===== config.mk =====
export PLATFORM = sky130hd
export DESIGN_NAME = plbf_controller
export DESIGN_NICKNAME = d
export VERILOG_FILES = /design/src/design/plbf_pkg.sv /design/src/design/plbf_controller.sv
export SDC_FILE = /design/constraint.sdc
export NUM_CORES = 1
export LEC_CHECK = 0
export ABC_AREA = 1
export BUFFER_PORTS_ARGS = -buffer_cell sky130_fd_sc_hd__clkbuf_2
export CAP_MARGIN = 20
export CORE_MARGIN = 8
export CORE_UTILIZATION = 52
export CTS_CLUSTER_DIAMETER = 60
export CTS_CLUSTER_SIZE = 20
export DETAILED_ROUTE_END_ITERATION = 7
export PLACE_DENSITY = 0.79
export SKIP_CTS_REPAIR_TIMING = 1
export SYNTH_ARGS = -nofsm -noshare
export SYNTH_HDL_FRONTEND = slang
export SYNTH_SLANG_ARGS = --single-unit

===== constraint.sdc =====
create_clock -name clk -period 6.8 [get_ports clk]
set_input_delay 1.36 -clock clk [delete_from_list [all_inputs] [get_ports clk]]
set_output_delay 1.36 -clock clk [all_outputs]
set_load 0.01 [all_outputs]

===== src/design/plbf_pkg.sv =====
// Shared types and constants for the plate left/right boundary finder.
package plbf_pkg;

  localparam int MAX_COLUMNS_DEF = 1024;
  localparam int SUM_BITS_DEF    = 20;

  localparam int CFG_IDX_BITS  = 3;
  localparam int CFG_DATA_BITS = 12;

  localparam logic [CFG_IDX_BITS-1:0] REG_CLIP_FACTOR    = 3'd0;
  localparam logic [CFG_IDX_BITS-1:0] REG_THRESH_FRAC    = 3'd1;
  localparam logic [CFG_IDX_BITS-1:0] REG_PLATE_HALF     = 3'd2;
  localparam logic [CFG_IDX_BITS-1:0] REG_LARGE_HALF     = 3'd3;
  localparam logic [CFG_IDX_BITS-1:0] REG_SMALL_HALF     = 3'd4;
  localparam logic [CFG_IDX_BITS-1:0] REG_STEP_HALF      = 3'd5;
  localparam logic [CFG_IDX_BITS-1:0] REG_BOUNDARY_WIDTH = 3'd6;

  localparam logic [11:0] CLIP_FACTOR_RST    = 12'd435;
  localparam logic [8:0]  THRESH_FRAC_RST    = 9'd128;
  localparam logic [9:0]  PLATE_HALF_RST     = 10'd85;
  localparam logic [9:0]  LARGE_HALF_RST     = 10'd75;
  localparam logic [9:0]  SMALL_HALF_RST     = 10'd30;
  localparam logic [9:0]  STEP_HALF_RST      = 10'd25;
  localparam logic [9:0]  BOUNDARY_WIDTH_RST = 10'd50;

  // Datapath operations issued by the controller.
  typedef enum logic [3:0] {
    OP_NONE,
    OP_LOAD,      // store one column
    OP_DIV,       // one restoring-division step of the mean
    OP_CLIP,      // form the clip level
    OP_PREFIX,    // clip and accumulate one column
    OP_LARGE,     // large box at one index, track first max
    OP_SMALL,     // small box, track min/max
    OP_THRESH,    // form threshold
    OP_LSEARCH,   // left inward search step
    OP_RSEARCH,   // right inward search step
    OP_REFINE     // step filter at one index
  } op_t;

  // Command from the controller to the datapath.
  typedef struct packed {
    op_t         op;
    logic        first;    // first element of a scan
    logic        right;    // refine: right edge (want max)
  } cmd_t;

  typedef struct packed {
    logic        hit;      // search found column above threshold
  } stat_t;

endpackage


===== src/design/plbf_controller.sv =====
// Controller: sequences load, mean, prefix, smoothing, search and refine scans.
module plbf_controller #(
  parameter int CNT_BITS = 11,
  parameter int MB       = 38
) (
  input  logic                       clk,
  input  logic                       rst,
  input  logic                       in_go,
  input  logic                       in_last,
  input  logic [CNT_BITS-1:0]        count,
  input  logic [9:0]                 plate_half,
  input  logic [9:0]                 bwidth,
  input  plbf_pkg::stat_t            stat,
  input  logic signed [CNT_BITS+1:0] peak,
  input  logic                       out_taken,
  output plbf_pkg::cmd_t             cmd,
  output logic signed [CNT_BITS+1:0] idx,
  output logic                       busy,
  output logic                       done,
  output logic [9:0]                 left_q,
  output logic [9:0]                 right_q,
  output logic                       clear
);
  import plbf_pkg::*;

  localparam int XB = CNT_BITS + 2;

  typedef enum logic [3:0] {
    S_IDLE, S_DIV, S_CLIP, S_PREFIX, S_LARGE, S_SMALL, S_THRESH,
    S_LSEARCH, S_RSEARCH, S_REFINE_L, S_REFINE_R, S_OUT
  } state_t;

  state_t state;
  logic signed [XB-1:0] cl, cr, lo, hi, edge_l, edge_r, last_i;
  logic [$clog2(MB+2)-1:0] steps;
  logic [1:0] drain;
  logic first;
  logic signed [XB-1:0] halfb;
  logic signed [XB-1:0] phs;

  assign last_i = XB'(count) - XB'(1);
  assign halfb  = XB'(bwidth[9:1]);
  assign phs    = XB'(plate_half);

  always_comb begin
    cmd.first = first;
    cmd.right = (state == S_REFINE_R);
    unique case (state)
      S_DIV:      cmd.op = OP_DIV;
      S_CLIP:     cmd.op = OP_CLIP;
      S_PREFIX:   cmd.op = (drain == 2'd0) ? OP_PREFIX : OP_NONE;
      S_LARGE:    cmd.op = (drain == 2'd0) ? OP_LARGE : OP_NONE;
      S_SMALL:    cmd.op = (drain == 2'd0) ? OP_SMALL : OP_NONE;
      S_THRESH:   cmd.op = (drain == 2'd0) ? OP_THRESH : OP_NONE;
      S_LSEARCH:  cmd.op = (drain == 2'd0) ? OP_LSEARCH : OP_NONE;
      S_RSEARCH:  cmd.op = (drain == 2'd0) ? OP_RSEARCH : OP_NONE;
      S_REFINE_L, S_REFINE_R: cmd.op = (drain == 2'd0) ? OP_REFINE : OP_NONE;
      default:    cmd.op = in_go ? OP_LOAD : OP_NONE;
    endcase
  end

  assign busy = (state != S_IDLE);
  assign done = (state == S_OUT);
  assign clear = (state == S_OUT) && out_taken;

  // drain: wait states at scan ends for the registered read and the registered compute.
  always_ff @(posedge clk) begin
    if (rst) begin
      state <= S_IDLE;
      drain <= '0;
      first <= 1'b0;
    end else begin
      unique case (state)
        S_IDLE: if (in_go && in_last) begin
          state <= S_DIV; first <= 1'b1; steps <= '0;
        end
        S_DIV: begin
          first <= 1'b0;
          steps <= steps + 1'b1;
          if (!first && steps == ($clog2(MB+2))'(MB)) begin
            state <= S_CLIP; first <= 1'b1;
          end
        end
        S_CLIP: begin
          // with first set, latch the mean; then form the clip level
          if (first) first <= 1'b0;
          else begin state <= S_PREFIX; idx <= '0; drain <= '0; end
        end
        S_PREFIX: begin
          if (drain != 2'd0) begin
            drain <= drain - 1'b1;
            if (drain == 2'd1) begin state <= S_LARGE; idx <= '0; first <= 1'b1; end
          end else if (idx == last_i) drain <= 2'd2;
          else idx <= idx + 1'b1;
        end
        S_LARGE: begin
          if (drain != 2'd0) begin
            drain <= drain - 1'b1;
            if (drain == 2'd1) begin
              cl <= (peak - phs < 0) ? '0 : peak - phs;
              cr <= (peak + phs > last_i) ? last_i : peak + phs;
              idx <= (peak - phs < 0) ? '0 : peak - phs;
              state <= S_SMALL; first <= 1'b1;
            end
          end else begin
            first <= 1'b0;
            if (idx == last_i) drain <= 2'd2;
            else idx <= idx + 1'b1;
          end
        end
        S_SMALL: begin
          if (drain != 2'd0) begin
            drain <= drain - 1'b1;
            if (drain == 2'd1) begin state <= S_THRESH; first <= 1'b0; end
          end else begin
            first <= 1'b0;
            if (idx >= cr) drain <= 2'd2;
            else idx <= idx + 1'b1;
          end
        end
        S_THRESH: begin
          if (drain == 2'd0) drain <= 2'd2;
          else begin
            drain <= drain - 1'b1;
            if (drain == 2'd1) begin state <= S_LSEARCH; idx <= cl; end
          end
        end
        // Search one index at a time: issue, then wait for the hit flag.
        S_LSEARCH: begin
          if (drain == 2'd0) drain <= 2'd2;
          else begin
            drain <= drain - 1'b1;
            if (drain == 2'd1) begin
              if (stat.hit) begin edge_l <= idx; state <= S_RSEARCH; idx <= cr; end
              else if (idx == last_i) begin edge_l <= -XB'(1); state <= S_RSEARCH; idx <= cr; end
              else idx <= idx + 1'b1;
            end
          end
        end
        S_RSEARCH: begin
          if (drain == 2'd0) drain <= 2'd2;
          else begin
            drain <= drain - 1'b1;
            if (drain == 2'd1) begin
              if (stat.hit || idx == '0) begin
                edge_r <= stat.hit ? idx : -XB'(1);
                lo <= (edge_l - halfb < 0) ? '0 : edge_l - halfb;
                hi <= (edge_l + halfb > last_i) ? last_i : edge_l + halfb;
                idx <= (edge_l - halfb < 0) ? '0 : edge_l - halfb;
                state <= S_REFINE_L; first <= 1'b1;
              end else idx <= idx - 1'b1;
            end
          end
        end
        S_REFINE_L, S_REFINE_R: begin
          if (hi < lo) begin
            if (state == S_REFINE_L) begin
              left_q <= lo[9:0];
              lo <= (edge_r - halfb < 0) ? '0 : edge_r - halfb;
              hi <= (edge_r + halfb > last_i) ? last_i : edge_r + halfb;
              idx <= (edge_r - halfb < 0) ? '0 : edge_r - halfb;
              state <= S_REFINE_R; first <= 1'b1;
            end else begin right_q <= lo[9:0]; state <= S_OUT; end
          end else if (drain != 2'd0) begin
            drain <= drain - 1'b1;
            if (drain == 2'd1) begin
              if (state == S_REFINE_L) begin
                left_q <= peak[9:0];
                lo <= (edge_r - halfb < 0) ? '0 : edge_r - halfb;
                hi <= (edge_r + halfb > last_i) ? last_i : edge_r + halfb;
                idx <= (edge_r - halfb < 0) ? '0 : edge_r - halfb;
                state <= S_REFINE_R; first <= 1'b1;
              end else begin right_q <= peak[9:0]; state <= S_OUT; end
            end
          end else begin
            first <= 1'b0;
            if (idx >= hi) drain <= 2'd2;
            else idx <= idx + 1'b1;
          end
        end
        S_OUT: if (out_taken) state <= S_IDLE;
        default: state <= S_IDLE;
      endcase
    end
  end

endmodule

==> impl_metrics.env, run 1 <==
export IMPL_synth_async_reset_ratio=0
export IMPL_regArea_um2=3650
export IMPL_die_x_um=173
export IMPL_synth_area_per_cell_um2=7.13
export IMPL_overflow=0
export IMPL_htreeDepth=4
export IMPL_diodes=0
export IMPL_drt_wirelength_per_cell_um=20.2
export IMPL_synth_nets=2003
export IMPL_grt_use_total=0.292
export IMPL_grt_max_degree=37
export IMPL_rsz0062_at_grt="false"
export IMPL_peakVddDrop_v=0.000164
export IMPL_detail_route_first_pass_iterations=5
export IMPL_drt_iter0_drc=1578
export IMPL_areaGrowthSynthToFinish_pct=10.1
export IMPL_max_slew_worst_pin_slew_ns=0.864
export IMPL_ant_nets=0
export IMPL_ioPinCount=92
export IMPL_clk_latency_ns=0.44
export IMPL_endpoint="hi[4]"
export IMPL_drc=0
export IMPL_rr_endpoint="hi[4]"
export IMPL_cts_buffers_inserted=17
export IMPL_rrSetupSlack_ns=2.21
export IMPL_stdcell_count=2215
export IMPL_fmax_mhz=188
export IMPL_yosysUniqueCellTypes=56
export IMPL_status="finished, final reports clean"
export IMPL_worstPathMaxFanout=18
export IMPL_die_area_um2=30100
export IMPL_cts_tree="done"
export IMPL_slew_headroom=0.422
export IMPL_cts_root_buf="clkbuf_16"
export IMPL_fin_skew_ns=0.0211
export IMPL_fillers=2311
export IMPL_synth_cells=1806
export IMPL_critPathKind="in2reg"
export IMPL_pwr_density_cell_nw_per_um2=198
export IMPL_crit_start="bwidth[2]"
export IMPL_fin_nets=2075
export IMPL_viasPerCell=5.89
export IMPL_r2r_start="edge_l[0]"
export IMPL_layout_drive_gt1_share=0.107
export IMPL_setup_tns_ns=0
export IMPL_fp_coreArea_um2=24300
export IMPL_drv_slew=0
export IMPL_initial_utilization=0.529
export IMPL_cp_start_kind="primary input"
export IMPL_synth_seq_cells=124
export IMPL_grt_pass1_wl_um=68900
export IMPL_numPortBuffers=90
export IMPL_grt_pass1_vias=12261
export IMPL_cp_required_ns=7.04
export IMPL_num_rows=57
export IMPL_place_inst=2182
export IMPL_dr_total_vias=13036
export IMPL_ys_seq_area_frac=0.284
export IMPL_path_clk_slew_ns=0.07
export IMPL_post_synth_top_count_cell="nand2_1"
export IMPL_hp_class="reg2reg"
export IMPL_yosys_warnings=0
export IMPL_synthTopCellsByArea="edfxtp_1 (27%), ha_1 (14%), nand2_1 (12%), inv_1 (7.7%), nor2_1 (4.8%)"
export IMPL_synth_edf_count=117
export IMPL_setup_violations=0
export IMPL_arrival_ns=5.55
export IMPL_max_cap_violations=0
export IMPL_period_needed_ns=5.31
export IMPL_finalHoldViolCount=0
export IMPL_synth_ff_type="edfxtp_1"
export IMPL_endpoint_kind="flip-flop"
export IMPL_dpl_hpwl_um=36100
export IMPL_worstRegToRegCells=21
export IMPL_place_gp_congestion=1.01
export IMPL_clock_sinks=124
export IMPL_netlist_area_um2=12900
export IMPL_fin_crit_sh=0.782
export IMPL_die_h_um=173
export IMPL_multiInputGateArea_um2=7980
export IMPL_synth_top_cell_by_area="edfxtp_1"
export IMPL_yosysTopAreaCellShare=0.273
export IMPL_grt_antenna_before_repair=0
export IMPL_wl_um=44800
export IMPL_power_leakage_uw=0.00686
export IMPL_clockBufferDepth=2
export IMPL_synth_commonest_cells="nand2_1 (415), inv_1 (265), nor2_1 (165)"
cell usage in the layout, fill, tap and decap left out, drive strengths merged, types with 13 or more instances in the layout:
| master | netlist | layout |
|---|---|---|
| nand2 | 435 | 435 |
| inv | 272 | 282 |
| nor2 | 183 | 183 |
| ha | 141 | 141 |
| o21ai | 128 | 128 |
| nand3 | 127 | 127 |
| edfxtp | 117 | 117 |
| a21oi | 114 | 114 |
| clkbuf | 37 | 108 |
| xor2 | 62 | 62 |
| nand4 | 50 | 50 |
| nor3 | 23 | 23 |
| o211ai | 13 | 13 |
critical path, stage by stage:
cell and delay [ns]:
clkbuf_2 0.11, inv_1 0.17, fa_1 0.52, nor2_1 0.11, o21ai_0 0.08, nand2_1 0.17
nand4_1 0.10, nand2_1 0.14, a22oi_1 0.12, nor2_1 0.14, xor2_1 0.42, ha_1 0.28
nand2_1 0.11, nor4_1 0.28, o21ai_0 0.14, nand2_1 0.09, xnor2_1 0.12, nand2_1 0.34
inv_1 0.35, o21ai_0 0.13, o21ai_0 0.28
power breakdown:
group | internal, uW | switching, uW | total, uW | leakage (uW)
sequential | 889 | 69.4 | 959 | 0.00111
combinational | 286 | 628 | 913 | 0.00546
clock | 523 | 418 | 941 | 0.000286
final cells by class:
class | count | share of cell area
Clock inverter | 15 | 0.0118
Timing Repair Buffer | 99 | 0.0364
Multi-Input combinational cell | 1361 | 0.563
Clock buffer | 17 | 0.0300
Sequential cell | 124 | 0.258
Inverter | 275 | 0.0728
Tap cell | 324 | 0.0286
layer usage:
layer | wire (um) | part of all wire | vias up | global-route usage
met2 | 20100 | 0.45 | 685 | 0.466
met1 | 18000 | 0.40 | 6018 | 0.367
li1 | - | - | 6174 | -
met5 | 0 | 0 | - | 0
met4 | 2830 | 0.063 | 0 | 0.169
met3 | 3910 | 0.087 | 159 | 0.0503
cell families after synthesis:
| kind of cell | share of synthesized area |
|---|---|
| and+or+nand+nor | 0.296 |
| buffers and inverters | 0.0971 |
| AOI/OAI and AO/OA | 0.129 |
| muxes | 0.000777 |
| DFF | 0.284 |
| adders and majority gates | 0.146 |
| xor gates and xnor gates | 0.0463 |
state kept, by name, indices dropped and copies added, names as in the netlist:
| signal | flops |
|---|---|
| cl | 13 |
| cr | 13 |
| drain | 2 |
| edge_l | 13 |
| edge_r | 13 |
| first | 1 |
| hi | 13 |
| idx | 13 |
| left_q | 10 |
| lo | 13 |
| right_q | 10 |
| state | 4 |
| steps | 6 |
metrics by stage:
step           power, uW  utilization  cell area, um2  worst slack, ns  hold WS, ns
2_1_floorplan       1560            -           12900             2.01        0.466
3_3_place_gp        1840        0.558           13600             1.26        0.482
3_5_place_dp        1860        0.558           13600             1.17        0.494
4_1_cts             2780        0.583           14200             1.59        0.504
5_1_grt             2940        0.583           14200             1.11        0.537
6_report            2810        0.583           14200             1.49        0.507
worst min-delay path by stage:
stage                         from        to  slack [ns]  depth (start not counted)
after floorplan           state[2]  state[2]        0.47                          2
final                     state[3]  state[3]        0.51                          2
after detailed placement  state[2]  state[2]        0.49                          2
after CTS                 state[2]  state[2]        0.50                          2
after global routing      state[3]  state[3]        0.54                          2
after global placement    state[2]  state[2]        0.48                          2
No activity file was read; power rests on OpenSTA's default activity.
==> run 2: changes to the inputs <==
Settings changed: PLACE_DENSITY 0.79 to 0.82.
Clock period 6.8 ns to 4.25 ns, I/O delays scaled along.
==> run 2 against run 1 <==
  * Non-clock buffer count increased by 97
  * Critical endpoint is now hi[5]
  * Critical path depth increased by 2
  * Wire length increased by 4.0%
  * Largest power group is now combinational logic
  * Combinational power increased by 74%
  * Register-to-register slack got worse by 1.8 ns
  * Cell count increased by 4.4%
  * Die area unchanged
  * Highest routed layer unchanged
  * Worst setup slack got worse by 1.2 ns
  * Via count increased by 2.9%
  * Critical path type unchanged
  * Flip-flop and latch count unchanged
==> impl_metrics.env, run 2 (synthesized netlist as in run 1, its figures left out) <==
export IMPL_status="finished, final reports clean"
export IMPL_cts_tree="done"
export IMPL_dpl_instance_area_um2=14300
export IMPL_hp_class="reg2reg"
export IMPL_cp_start_kind="primary input"
export IMPL_grt_antenna_before_repair=0
export IMPL_endpoint_kind="flip-flop"
export IMPL_drt_iter0_drc=1644
export IMPL_max_cap_violations=0
export IMPL_grt_use_total=0.302
export IMPL_grt_max_degree=32
export IMPL_final_core_utilization=0.615
export IMPL_pwr_density_cell_nw_per_um2=309
export IMPL_fillers=2235
export IMPL_areaGrowthSynthToFinish_pct=16.1
export IMPL_worstPathMaxFanout=9
export IMPL_drv_slew=0
export IMPL_cp_required_ns=4.43
export IMPL_slew_headroom=0.436
export IMPL_rsz0062_at_grt="false"
export IMPL_arrival_ns=4.13
export IMPL_drc=0
export IMPL_viasPerCell=5.80
export IMPL_wl_um=46600
export IMPL_power_leakage_uw=0.00733
export IMPL_htreeDepth=4
export IMPL_ant_nets=0
export IMPL_mostFrequentLayoutCells="nand2_1 (414), inv_1 (264), nor2_1 (163)"
export IMPL_clk_latency_ns=0.45
export IMPL_initial_utilization=0.529
export IMPL_place_inst=2280
export IMPL_path_clk_slew_ns=0.07
export IMPL_die_area_um2=30100
export IMPL_overflow=0
export IMPL_grt_pass1_wl_um=70800
export IMPL_grt_pass1_vias=12888
export IMPL_ioPinCount=92
export IMPL_die_h_um=173
export IMPL_num_rows=57
export IMPL_timing_hold_ws_ns=0.501
export IMPL_fin_crit_sh=0.928
export IMPL_finalPower_uw=4620
export IMPL_fin_skew_ns=0.0150
export IMPL_peakVddDrop_v=0.000261
export IMPL_drt_wirelength_per_cell_um=20.2
export IMPL_die_x_um=173
export IMPL_setup_violations=0
export IMPL_diodes=0
export IMPL_detail_route_first_pass_iterations=6
export IMPL_critPathKind="in2reg"
export IMPL_place_gp_congestion=1.04
export IMPL_numPortBuffers=90
export IMPL_finalHoldViolCount=0
export IMPL_stdcell_count=2312
export IMPL_dpl_hpwl_um=37400
export IMPL_cts_buffers_inserted=17
export IMPL_clockBufferDepth=2
export IMPL_final_common_cell="nand2_1"
export IMPL_period_needed_ns=3.94
export IMPL_dr_total_vias=13420
export IMPL_layout_drive_gt1_share=0.153
export IMPL_max_slew_worst_pin_slew_ns=0.847
export IMPL_cts_root_buf="clkbuf_16"
export IMPL_fmax_mhz=254
export IMPL_fp_coreArea_um2=24300
export IMPL_clock_sinks=124
export IMPL_postLayoutCellArea_um2=14900
export IMPL_fin_nets=2172
## run 2: worst paths after layout
path                            startpoint       end  slack, ns  cells past startpoint
worst max-delay path             bwidth[1]     hi[5]       0.31                     23
worst min-delay path              state[2]  state[2]       0.50                      2
worst max register to register   edge_l[0]     hi[5]       0.43                     22
worst min register to register    state[2]  state[2]       0.50                      2
## run 2: where the power goes
part	switching (uW)	total (uW)	internal, uW
clock network	673	1510	839
logic	1050	1590	534
registers	102	1520	1420
## run 2: stage by stage
stage	setup TNS, ns	setup slack, ns
6_report	0	0.306
5_1_grt	0	0.00288
4_1_cts	0	0.210
3_5_place_dp	-2.76	-0.238
3_3_place_gp	-1.55	-0.140
2_1_floorplan	0	0.107
## run 2: routing by layer
layer  wire [um]  share of wire  up-vias  GRT usage
met5           0              0        -          0
met4        3310          0.071        0      0.194
met3        4630          0.099      174     0.0625
met2       21100           0.45      772      0.491
met1       17600           0.38     6116      0.358
li1            -              -     6358          -
## run 2: final cells by class
type	count	area, um2	area share
clock inverters	15	171	0.0115
flip-flops and latches	124	3650	0.244
clock buffers	17	425	0.0285
inverters	275	1030	0.0691
repair buffers	196	1260	0.0840
multi-input cells	1361	8000	0.535
well taps	324	405	0.0271
## run 2: critical path, cell delays in order
cell and delay, ns:
clkbuf_2 0.11, ha_1 0.19, inv_1 0.08, fa_1 0.20, nor2_1 0.06, o21ai_1 0.17, nand2_1 0.11, nand4_1 0.08
nand2_1 0.09, a22oi_1 0.23, nor2_1 0.08, xor2_1 0.14, buf_4 0.16, ha_1 0.30, nand2_1 0.08, nor4_1 0.25
o21ai_0 0.12, nand2_1 0.08, xnor2_1 0.12, nand2_1 0.13, buf_4 0.19, o21ai_0 0.16, o21ai_0 0.12
